## src/rtl/bqgf_pkg.sv

```systemverilog
// package for the biquad filter: widths, register indexes and the sequencer microcode
`timescale 1ns / 1ps

package bqgf_pkg;

  // default filter sizes
  localparam int BQGF_SAMPLE_BITS    = 24;
  localparam int BQGF_COEF_FRAC_BITS = 20;

  // coefficient registers are always signed 24-bit
  localparam int COEF_BITS = 24;
  localparam int CFG_IDX_BITS = 3;
  localparam int PC_BITS = 4;

  // configuration register indexes
  typedef enum logic [CFG_IDX_BITS-1:0] {
    REG_B0   = 3'd0,
    REG_B1   = 3'd1,
    REG_B2   = 3'd2,
    REG_A1   = 3'd3,
    REG_A2   = 3'd4,
    REG_GAIN = 3'd5,
    REG_FORM = 3'd6
  } cfg_idx_e;

  // multiplier operand pair for one step
  typedef enum logic [2:0] {
    MUL_NONE,
    MUL_B0X,
    MUL_B1X1,
    MUL_B2X2,
    MUL_A1Y1,
    MUL_A2Y2,
    MUL_GFF
  } mul_sel_e;

  // accumulator operation for one step (works on the product of the previous step)
  typedef enum logic [2:0] {
    ACC_NOP,
    ACC_LD,
    ACC_ADD,
    ACC_SUB,
    ACC_LDX,
    ACC_FF,
    ACC_OUT
  } acc_op_e;

  // sequencing of the step counter
  typedef enum logic [1:0] {
    JMP_NEXT,
    JMP_GAIN,
    JMP_GO
  } jmp_e;

  typedef struct packed {
    mul_sel_e            mul;
    acc_op_e             acc;
    jmp_e                jmp;
    logic [PC_BITS-1:0]  target;
  } ucode_t;

  localparam logic [PC_BITS-1:0] PC_START = 4'd0;
  localparam logic [PC_BITS-1:0] PC_GAIN  = 4'd8;

  // microcode program
  // standard form: steps 0..6, gain form: step 0 then 8..15
  function automatic ucode_t ucode_rom(input logic [PC_BITS-1:0] pc);
    ucode_t w;
    w = '{mul: MUL_NONE, acc: ACC_NOP, jmp: JMP_GO, target: PC_START};
    case (pc)
      4'd0:  w = '{mul: MUL_B1X1, acc: ACC_NOP, jmp: JMP_GAIN, target: PC_GAIN};
      4'd1:  w = '{mul: MUL_B0X,  acc: ACC_LD,  jmp: JMP_NEXT, target: PC_START};
      4'd2:  w = '{mul: MUL_B2X2, acc: ACC_ADD, jmp: JMP_NEXT, target: PC_START};
      4'd3:  w = '{mul: MUL_A1Y1, acc: ACC_ADD, jmp: JMP_NEXT, target: PC_START};
      4'd4:  w = '{mul: MUL_A2Y2, acc: ACC_SUB, jmp: JMP_NEXT, target: PC_START};
      4'd5:  w = '{mul: MUL_NONE, acc: ACC_SUB, jmp: JMP_NEXT, target: PC_START};
      4'd6:  w = '{mul: MUL_NONE, acc: ACC_OUT, jmp: JMP_GO,   target: PC_START};
      4'd8:  w = '{mul: MUL_B2X2, acc: ACC_LDX, jmp: JMP_NEXT, target: PC_START};
      4'd9:  w = '{mul: MUL_NONE, acc: ACC_ADD, jmp: JMP_NEXT, target: PC_START};
      4'd10: w = '{mul: MUL_NONE, acc: ACC_FF,  jmp: JMP_NEXT, target: PC_START};
      4'd11: w = '{mul: MUL_GFF,  acc: ACC_NOP, jmp: JMP_NEXT, target: PC_START};
      4'd12: w = '{mul: MUL_A1Y1, acc: ACC_LD,  jmp: JMP_NEXT, target: PC_START};
      4'd13: w = '{mul: MUL_A2Y2, acc: ACC_SUB, jmp: JMP_NEXT, target: PC_START};
      4'd14: w = '{mul: MUL_NONE, acc: ACC_SUB, jmp: JMP_NEXT, target: PC_START};
      4'd15: w = '{mul: MUL_NONE, acc: ACC_OUT, jmp: JMP_GO,   target: PC_START};
      default: w = '{mul: MUL_NONE, acc: ACC_NOP, jmp: JMP_GO, target: PC_START};
    endcase
    return w;
  endfunction

endpackage

```

## src/rtl/biquad_filter_with_gain_form_top.sv

```systemverilog
// biquad direct form I filter with optional gain-scaled feedforward, microcoded datapath
//
// Usage:
//   sample_in is a valid/ready channel of signed samples; sample_out is a valid/ready
//   channel of filtered, saturated samples, one per input sample.
//   Coefficients and the form select are written through cfg_we_i / cfg_idx_i /
//   cfg_data_i while no sample is in flight; writes to unknown indexes are dropped.
//   One shared multiplier is stepped through a microcode program, at most one product
//   per cycle, with the accumulate working on the registered product of the step before.
//   The time per sample is set by the number of microcode steps through the single
//   multiplier, which is larger in the gain form. The result is written to the output
//   register at the final step of the program.
//   A new sample is taken in the cycle the previous result is written to the output
//   register, so back-to-back samples follow each other without a gap.
//   If the receiver stalls, the finished result waits in the output register; the
//   next sample still runs until its own result step, where it holds.
//   Reset clears the history to zero, sets b0 and gain to 1.0, the other
//   coefficients to zero and selects the standard form.
`timescale 1ns / 1ps

module biquad_filter_with_gain_form_top
  import bqgf_pkg::*;
#(
  parameter int SAMPLE_BITS    = BQGF_SAMPLE_BITS,
  parameter int COEF_FRAC_BITS = BQGF_COEF_FRAC_BITS
) (
  input  logic                          clk_i,
  input  logic                          rst_ni,
  // configuration write port
  input  logic                          cfg_we_i,
  input  logic [CFG_IDX_BITS-1:0]       cfg_idx_i,
  input  logic [COEF_BITS-1:0]          cfg_data_i,
  // input samples
  input  logic                          sample_in_valid_i,
  output logic                          sample_in_ready_o,
  input  logic signed [SAMPLE_BITS-1:0] sample_in_i,
  // output samples
  output logic                          sample_out_valid_o,
  input  logic                          sample_out_ready_i,
  output logic signed [SAMPLE_BITS-1:0] sample_out_o
);

  localparam int OPW  = SAMPLE_BITS + 6;
  localparam int PW   = COEF_BITS + OPW;
  localparam int ACCW = PW + 2;

  localparam logic [COEF_BITS-1:0] COEF_ONE = COEF_BITS'(64'd1 << COEF_FRAC_BITS);
  localparam logic signed [ACCW-1:0] RND_HALF =
    {{(ACCW-1){1'b0}}, 1'b1} << (COEF_FRAC_BITS - 1);
  localparam logic signed [ACCW-1:0] Y_MAX = {{(ACCW-SAMPLE_BITS+1){1'b0}},
                                              {(SAMPLE_BITS-1){1'b1}}};
  localparam logic signed [ACCW-1:0] Y_MIN = ~Y_MAX;
  localparam logic signed [ACCW-1:0] FF_MAX = {{(ACCW-OPW+1){1'b0}}, {(OPW-1){1'b1}}};
  localparam logic signed [ACCW-1:0] FF_MIN = ~FF_MAX;

  // configuration registers
  logic signed [COEF_BITS-1:0] b0_q, b1_q, b2_q, a1_q, a2_q, gain_q;
  logic                        form_q;

  always_ff @(posedge clk_i or negedge rst_ni) begin
    if (!rst_ni) begin
      b0_q   <= COEF_ONE;
      b1_q   <= '0;
      b2_q   <= '0;
      a1_q   <= '0;
      a2_q   <= '0;
      gain_q <= COEF_ONE;
      form_q <= 1'b0;
    end else if (cfg_we_i) begin
      unique case (cfg_idx_i)
        REG_B0:   b0_q   <= cfg_data_i;
        REG_B1:   b1_q   <= cfg_data_i;
        REG_B2:   b2_q   <= cfg_data_i;
        REG_A1:   a1_q   <= cfg_data_i;
        REG_A2:   a2_q   <= cfg_data_i;
        REG_GAIN: gain_q <= cfg_data_i;
        REG_FORM: form_q <= cfg_data_i[0];
        default:  ;
      endcase
    end
  end

  // sequencer control
  logic               busy_q, busy_d;
  logic [PC_BITS-1:0] pc_q, pc_d;
  ucode_t             uw;
  logic               out_step, out_stall, out_fire, in_xfer;

  assign uw        = ucode_rom(pc_q);
  assign out_step  = busy_q && (uw.acc == ACC_OUT);
  assign out_stall = sample_out_valid_o && !sample_out_ready_i;
  assign out_fire  = out_step && !out_stall;

  assign sample_in_ready_o = !busy_q || out_fire;
  assign in_xfer           = sample_in_valid_i && sample_in_ready_o;

  // next step and busy flag
  always_comb begin
    pc_d   = pc_q;
    busy_d = busy_q;
    if (in_xfer) begin
      busy_d = 1'b1;
      pc_d   = PC_START;
    end else if (out_fire) begin
      busy_d = 1'b0;
      pc_d   = PC_START;
    end else if (busy_q && !out_step) begin
      unique case (uw.jmp)
        JMP_NEXT: pc_d = pc_q + 1'b1;
        JMP_GAIN: pc_d = form_q ? uw.target : pc_q + 1'b1;
        JMP_GO:   pc_d = uw.target;
        default:  pc_d = PC_START;
      endcase
    end
  end

  always_ff @(posedge clk_i or negedge rst_ni) begin
    if (!rst_ni) begin
      busy_q <= 1'b0;
      pc_q   <= PC_START;
    end else begin
      busy_q <= busy_d;
      pc_q   <= pc_d;
    end
  end

  // sample capture and history
  logic signed [SAMPLE_BITS-1:0] x_q, x1_q, x2_q, y1_q, y2_q;
  logic signed [SAMPLE_BITS-1:0] y_sat;

  always_ff @(posedge clk_i) begin
    if (in_xfer) begin
      x_q <= sample_in_i;
    end
  end

  always_ff @(posedge clk_i or negedge rst_ni) begin
    if (!rst_ni) begin
      x1_q <= '0;
      x2_q <= '0;
      y1_q <= '0;
      y2_q <= '0;
    end else if (out_fire) begin
      x2_q <= x1_q;
      x1_q <= x_q;
      y2_q <= y1_q;
      y1_q <= y_sat;
    end
  end

  // shared multiplier with registered product
  logic signed [COEF_BITS-1:0] mc;
  logic signed [OPW-1:0]       mo, ff_q;
  logic signed [PW-1:0]        prod_q;

  always_comb begin
    mc = gain_q;
    mo = ff_q;
    unique case (uw.mul)
      MUL_B0X: begin
        mc = b0_q;
        mo = {{6{x_q[SAMPLE_BITS-1]}}, x_q};
      end
      MUL_B1X1: begin
        mc = b1_q;
        mo = {{6{x1_q[SAMPLE_BITS-1]}}, x1_q};
      end
      MUL_B2X2: begin
        mc = b2_q;
        mo = {{6{x2_q[SAMPLE_BITS-1]}}, x2_q};
      end
      MUL_A1Y1: begin
        mc = a1_q;
        mo = {{6{y1_q[SAMPLE_BITS-1]}}, y1_q};
      end
      MUL_A2Y2: begin
        mc = a2_q;
        mo = {{6{y2_q[SAMPLE_BITS-1]}}, y2_q};
      end
      MUL_GFF: begin
        mc = gain_q;
        mo = ff_q;
      end
      default: begin
        mc = gain_q;
        mo = ff_q;
      end
    endcase
  end

  always_ff @(posedge clk_i) begin
    if (busy_q && (uw.mul != MUL_NONE)) begin
      prod_q <= mc * mo;
    end
  end

  // accumulator, rounding and saturation
  logic signed [ACCW-1:0] acc_q, acc_d, prod_ext, x_shift, rnd;
  logic signed [OPW-1:0]  ff_sat;

  assign prod_ext = {{(ACCW-PW){prod_q[PW-1]}}, prod_q};
  assign x_shift  = {{(ACCW-SAMPLE_BITS){x_q[SAMPLE_BITS-1]}}, x_q} <<< COEF_FRAC_BITS;
  assign rnd      = (acc_q + RND_HALF) >>> COEF_FRAC_BITS;

  always_comb begin
    if (rnd > FF_MAX) begin
      ff_sat = FF_MAX[OPW-1:0];
    end else if (rnd < FF_MIN) begin
      ff_sat = FF_MIN[OPW-1:0];
    end else begin
      ff_sat = rnd[OPW-1:0];
    end
    if (rnd > Y_MAX) begin
      y_sat = Y_MAX[SAMPLE_BITS-1:0];
    end else if (rnd < Y_MIN) begin
      y_sat = Y_MIN[SAMPLE_BITS-1:0];
    end else begin
      y_sat = rnd[SAMPLE_BITS-1:0];
    end
  end

  always_comb begin
    acc_d = acc_q;
    case (uw.acc)
      ACC_LD:  acc_d = prod_ext;
      ACC_ADD: acc_d = acc_q + prod_ext;
      ACC_SUB: acc_d = acc_q - prod_ext;
      ACC_LDX: acc_d = x_shift + prod_ext;
      default: acc_d = acc_q;
    endcase
  end

  always_ff @(posedge clk_i) begin
    if (busy_q) begin
      acc_q <= acc_d;
    end
    if (busy_q && (uw.acc == ACC_FF)) begin
      ff_q <= ff_sat;
    end
  end

  // output register
  logic                          out_valid_q;
  logic signed [SAMPLE_BITS-1:0] out_q;

  always_ff @(posedge clk_i or negedge rst_ni) begin
    if (!rst_ni) begin
      out_valid_q <= 1'b0;
    end else if (out_fire) begin
      out_valid_q <= 1'b1;
    end else if (sample_out_ready_i) begin
      out_valid_q <= 1'b0;
    end
  end

  always_ff @(posedge clk_i) begin
    if (out_fire) begin
      out_q <= y_sat;
    end
  end

  assign sample_out_valid_o = out_valid_q;
  assign sample_out_o       = out_q;

endmodule

```

## config.mk

```make
export PLATFORM = sky130hd
export DESIGN_NAME = biquad_filter_with_gain_form_top
export DESIGN_NICKNAME = d
export VERILOG_FILES = /design/src/rtl/bqgf_pkg.sv /design/src/rtl/biquad_filter_with_gain_form_top.sv
export SDC_FILE = /design/constraint.sdc
export NUM_CORES = 2
export LEC_CHECK = 0
export BUFFER_PORTS_ARGS = -buffer_cell sky130_fd_sc_hd__buf_4
export CAP_MARGIN = 0
export CORE_MARGIN = 1.5
export CORE_UTILIZATION = 40
export DETAILED_ROUTE_END_ITERATION = 10
export GPL_ROUTABILITY_DRIVEN = 0
export SETUP_SLACK_MARGIN = 0.3
export SYNTH_ARGS = -nofsm -noshare
export SYNTH_HDL_FRONTEND = slang
export SYNTH_SLANG_ARGS = --single-unit
```

## constraint.sdc

```tcl
create_clock -name clk_i -period 9.69 [get_ports clk_i]
set_clock_uncertainty 0.2 [all_clocks]
set_input_delay 1.4535 -clock clk_i [delete_from_list [all_inputs] [get_ports clk_i]]
set_output_delay 1.4535 -clock clk_i [all_outputs]
set_load 0.05 [all_outputs]
```

==> results.txt <==
----------------------------------------------------
[Logic synthesis]
  Proportion of synthesized chip area in sequential cells ... 23.6%
  Post-synth EDFFs ... 188
  Gate count of the mapped netlist ... 5143
  Flop and latch count out of synthesis ... 435
  Yosys warning count ... 0
  Share of synthesized area spent on multiplexers ... 6.55%
  Xor/xnor cell area share of the yosys netlist ... 3.84%
  Post-synthesis async set-or-reset flop share ... 56.8%
  Adder and majority cell fraction of the synthesized area ... ~36%
  Post-synth cell types ... 88
  Syn_nets ... 6185
  Complex-gate fraction of the synthesized area ... 10.1%
  Mean post-synth cell area ... 9.75 um2
  Share of synthesized cell area in and, or, nand and nor gates ... a little under an eighth
  Dominant combinational cell family by area after synthesis ... adder cells
  Most common flop cell mapped by yosys ... sky130_fd_sc_hd__dfrtp_1
  Synthesized area ... approximately 0.050 mm2

[CTS]
  TritonCTS clock tree ... yes
  CTS sink count ... 435
  Cts bufs inserted ... 49
  CTS root buffer ... sky130_fd_sc_hd__clkbuf_16
  Clock slew at the register clock pins of the worst setup and hold paths ... roughly 60 ps
  Longest Clk Path Bufs ... 3
  Later-pin clock latency in the skew report ... 630 ps
  Depth of the CTS H-tree ... 2

[Route]
  Via density per instance ... between 5 and 6
  WL final ... between 150000 and 200000 um
  First-pass DRT Iterations ... 11
  Routed wirelength normalized by instance count ... 22.4 um
  DRC violation count after routing ... 28
  Starting DRT DRC Count ... 3480
  Via count ... 38900
  Post-route antenna net violation count ... 0

[Critical path]
  Critical path peak fanout ... 6
  Startpoint-to-endpoint class of the critical path ... register to register
  CP Capture Type ... register
  Slowest cell on crit path ... sky130_fd_sc_hd__fa_1
  Required time at the worst-slack endpoint ... 9840 ps
  Worst setup path start ... pc_q[0]$_DFFE_PN0P_
  Worst reg2reg setup slack ... a little over 500 ps
  R2R Path Start ... pc_q[0]$_DFFE_PN0P_
  Kind of launch point of the worst setup path ... register
  Capturing point of the worst reg2reg path ... prod_q[52]$_DFFE_PP_
  Peak per-stage delay on the critical path ... about 610 ps
  Worst setup path end ... prod_q[52]$_DFFE_PP_
  Arrival @ worst endpoint ... 9330 ps
  Number of cells traversed by the worst register-to-register path ... 35
  Most common cell type on the critical path ... sky130_fd_sc_hd__fa_1

[Flow run]
  Maximum capacitance violations ... 0

[STA]
  Worst path setup slack after routing ... 514 ps
  Min Tclk post-route ... just over 9000 ps
  Fmax ... 109 MHz
  Final sum of negative setup slack ... 0 ps
  Final period utilization ... 94.7%
  Transition time of the tightest slew-check pin ... 1100 ps
  Final hold violation count ... 0
  Slew Viols, Final ... 0
  Unrepaired setup endpoints after global routing ... true
  Relative slew margins ... 26.3%
  Number of endpoints failing setup at the final stage ... 0

[Global routing]
  Pin count of the biggest net entering global routing ... 130
  Global-route wire length before repair ... 236000 um
  Number of antenna violations at the first check in global routing ... 3
  Overflow after GRT ... 0
  Via count of the first global-routing pass ... 39600
  GRT Total Usage ... 24.1%

[Final layout]
  Filler-free cell count of the finished design ... 7071
  Number of flip-flops under the largest register name ... 56
  Reg with most FFs ... acc_q
  Total area of multi-input combinational cells ... 0.0349 mm2
  Area of all sequential standard cells ... 0.0118 mm2
  Post-synthesis to final-layout area growth ... 16.1%
  Share of cells above drive strength 1 ... 18.0%
  Leading registers by flop count ... acc_q x56, prod_q x54, ff_q x30
  Final standard cell utilization of the core ... between 40 and 50%
  Final Net Count ... 6435
  Filler cells ... about 12000

[Placed design]
  Half-perimeter wire length after placement ... approximately 120000 um
  Cell count after placement ... 6900
  Placement Setup Slack ... -245 ps
  Number of port buffers ... 81

[Floorplan]
  Die height ... 357 um
  Die outline area ... 0.127 mm2
  Core area ... 0.124 mm2
  Number of primary I/O pins ... just over 80
  DIE WIDTH ... 357 um
  Effective utilization at floorplan ... about two fifths
  Rows ... 129

[Status]
  Run status ... complete, but fails checks
  Violations in the final reports ... design-rule violations

[Worst hold path]
  Type of the most critical hold path ... register to register

----------------------------------------------------
[cell type report]
class,instances,area share (%)
multi-input combinational,3615,59.9
sequential,435,20.3
timing repair buffer,446,7.84
inverter,846,5.46
tap,1637,3.52
clock buffer,69,2.43
clock inverter,22,0.529
antenna,1,0.00430
[timing repair]
item,4_1_cts,5_1_grt
pin swaps,2,107
setup buffers,5,47
hold buffers,0,0
setup endpoints to repair,23,25
gates resized for setup,40,177
cloned,3,24
[worst max-delay path: cells and delay by family, from the launching register on]
kind                     cells  cell delay, ps
AO/OA/AOI/OAI               10            1950
XOR/XNOR                     1             160
adder cells (fa/ha/maj)      9            4220
buffers and inverters        8             870
flip-flops                   1             350
AND/OR/NAND/NOR              7            1150
[cells by family (layout without fill, tap and decap cells)]
logic type	after synthesis	in the layout
adder cells (fa/ha/maj)	986	986
flip-flops	435	435
AO/OA/AOI/OAI	773	773
other	0	1
AND/OR/NAND/NOR	1338	1339
buffers and inverters	1094	1383
multiplexers	298	298
XOR/XNOR	219	219
[cells in the mapped netlist (98+ instances only)]
| master | n | share of area [%] |
|---|---|---|
| sky130_fd_sc_hd__clkbuf_1 | 203 | 1.5 |
| sky130_fd_sc_hd__dfrtp_1 | 245 | 12 |
| sky130_fd_sc_hd__fa_1 | 742 | 30 |
| sky130_fd_sc_hd__ha_1 | 244 | 6.1 |
| sky130_fd_sc_hd__mux2_2 | 242 | 5.4 |
| sky130_fd_sc_hd__nand2_1 | 617 | 4.6 |
| sky130_fd_sc_hd__nor2_1 | 364 | 2.7 |
| sky130_fd_sc_hd__inv_1 | 845 | 6.3 |
| sky130_fd_sc_hd__o21ai_0 | 190 | 1.9 |
| sky130_fd_sc_hd__xor2_1 | 98 | 1.7 |
| sky130_fd_sc_hd__xnor2_1 | 120 | 2.1 |
| sky130_fd_sc_hd__a21oi_1 | 168 | 1.7 |
| sky130_fd_sc_hd__edfxtp_1 | 188 | 11 |
[cells in the final DEF, fill, tap and decap left out, types with 53 or more instances in the layout]
cell type	n
sky130_fd_sc_hd__xnor2_1	120
sky130_fd_sc_hd__dfrtp_1	243
sky130_fd_sc_hd__inv_1	834
sky130_fd_sc_hd__a21o_1	72
sky130_fd_sc_hd__nand2_1	613
sky130_fd_sc_hd__xor2_1	98
sky130_fd_sc_hd__o21ai_1	53
sky130_fd_sc_hd__buf_4	339
sky130_fd_sc_hd__mux2_2	242
sky130_fd_sc_hd__clkbuf_16	70
sky130_fd_sc_hd__nor2b_1	62
sky130_fd_sc_hd__nor2_1	323
sky130_fd_sc_hd__edfxtp_1	188
sky130_fd_sc_hd__ha_1	225
sky130_fd_sc_hd__mux2i_1	53
sky130_fd_sc_hd__o21ai_0	155
sky130_fd_sc_hd__buf_12	55
sky130_fd_sc_hd__fa_1	729
sky130_fd_sc_hd__a21oi_1	159
[layer usage]
metal	share of wire, %	global-route usage (%)
met5	0.016	0
met4	4.0	8.15
met3	8.8	4.07
met2	46	38.8
met1	41	32.9
[through the flow]
stage	hold WS (ps)	instance area, um2
floorplan	274	50200
global placement	286	54600
detailed placement	293	54600
CTS	307	56600
global route	318	58200
finish	305	58200
[worst min path at each step]
stage               cells after the start              endpoint  slack, ps            startpoint
floorplan                               1  y1_q[12]$_DFFE_PN0P_        270  y1_q[12]$_DFFE_PN0P_
global placement                        1  y2_q[22]$_DFFE_PN0P_        290  y2_q[22]$_DFFE_PN0P_
detailed placement                      1   a1_q[9]$_DFFE_PN0P_        290   a1_q[9]$_DFFE_PN0P_
CTS                                     1   a1_q[9]$_DFFE_PN0P_        310   a1_q[9]$_DFFE_PN0P_
global route                            1   b0_q[5]$_DFFE_PN0P_        320   b0_q[5]$_DFFE_PN0P_
finish                                  1   b0_q[8]$_DFFE_PN0P_        310   b0_q[8]$_DFFE_PN0P_
Power is left out: the tool's default activity adds up to more than one toggle a clock period on the data nets, which glitch-free logic cannot reach.
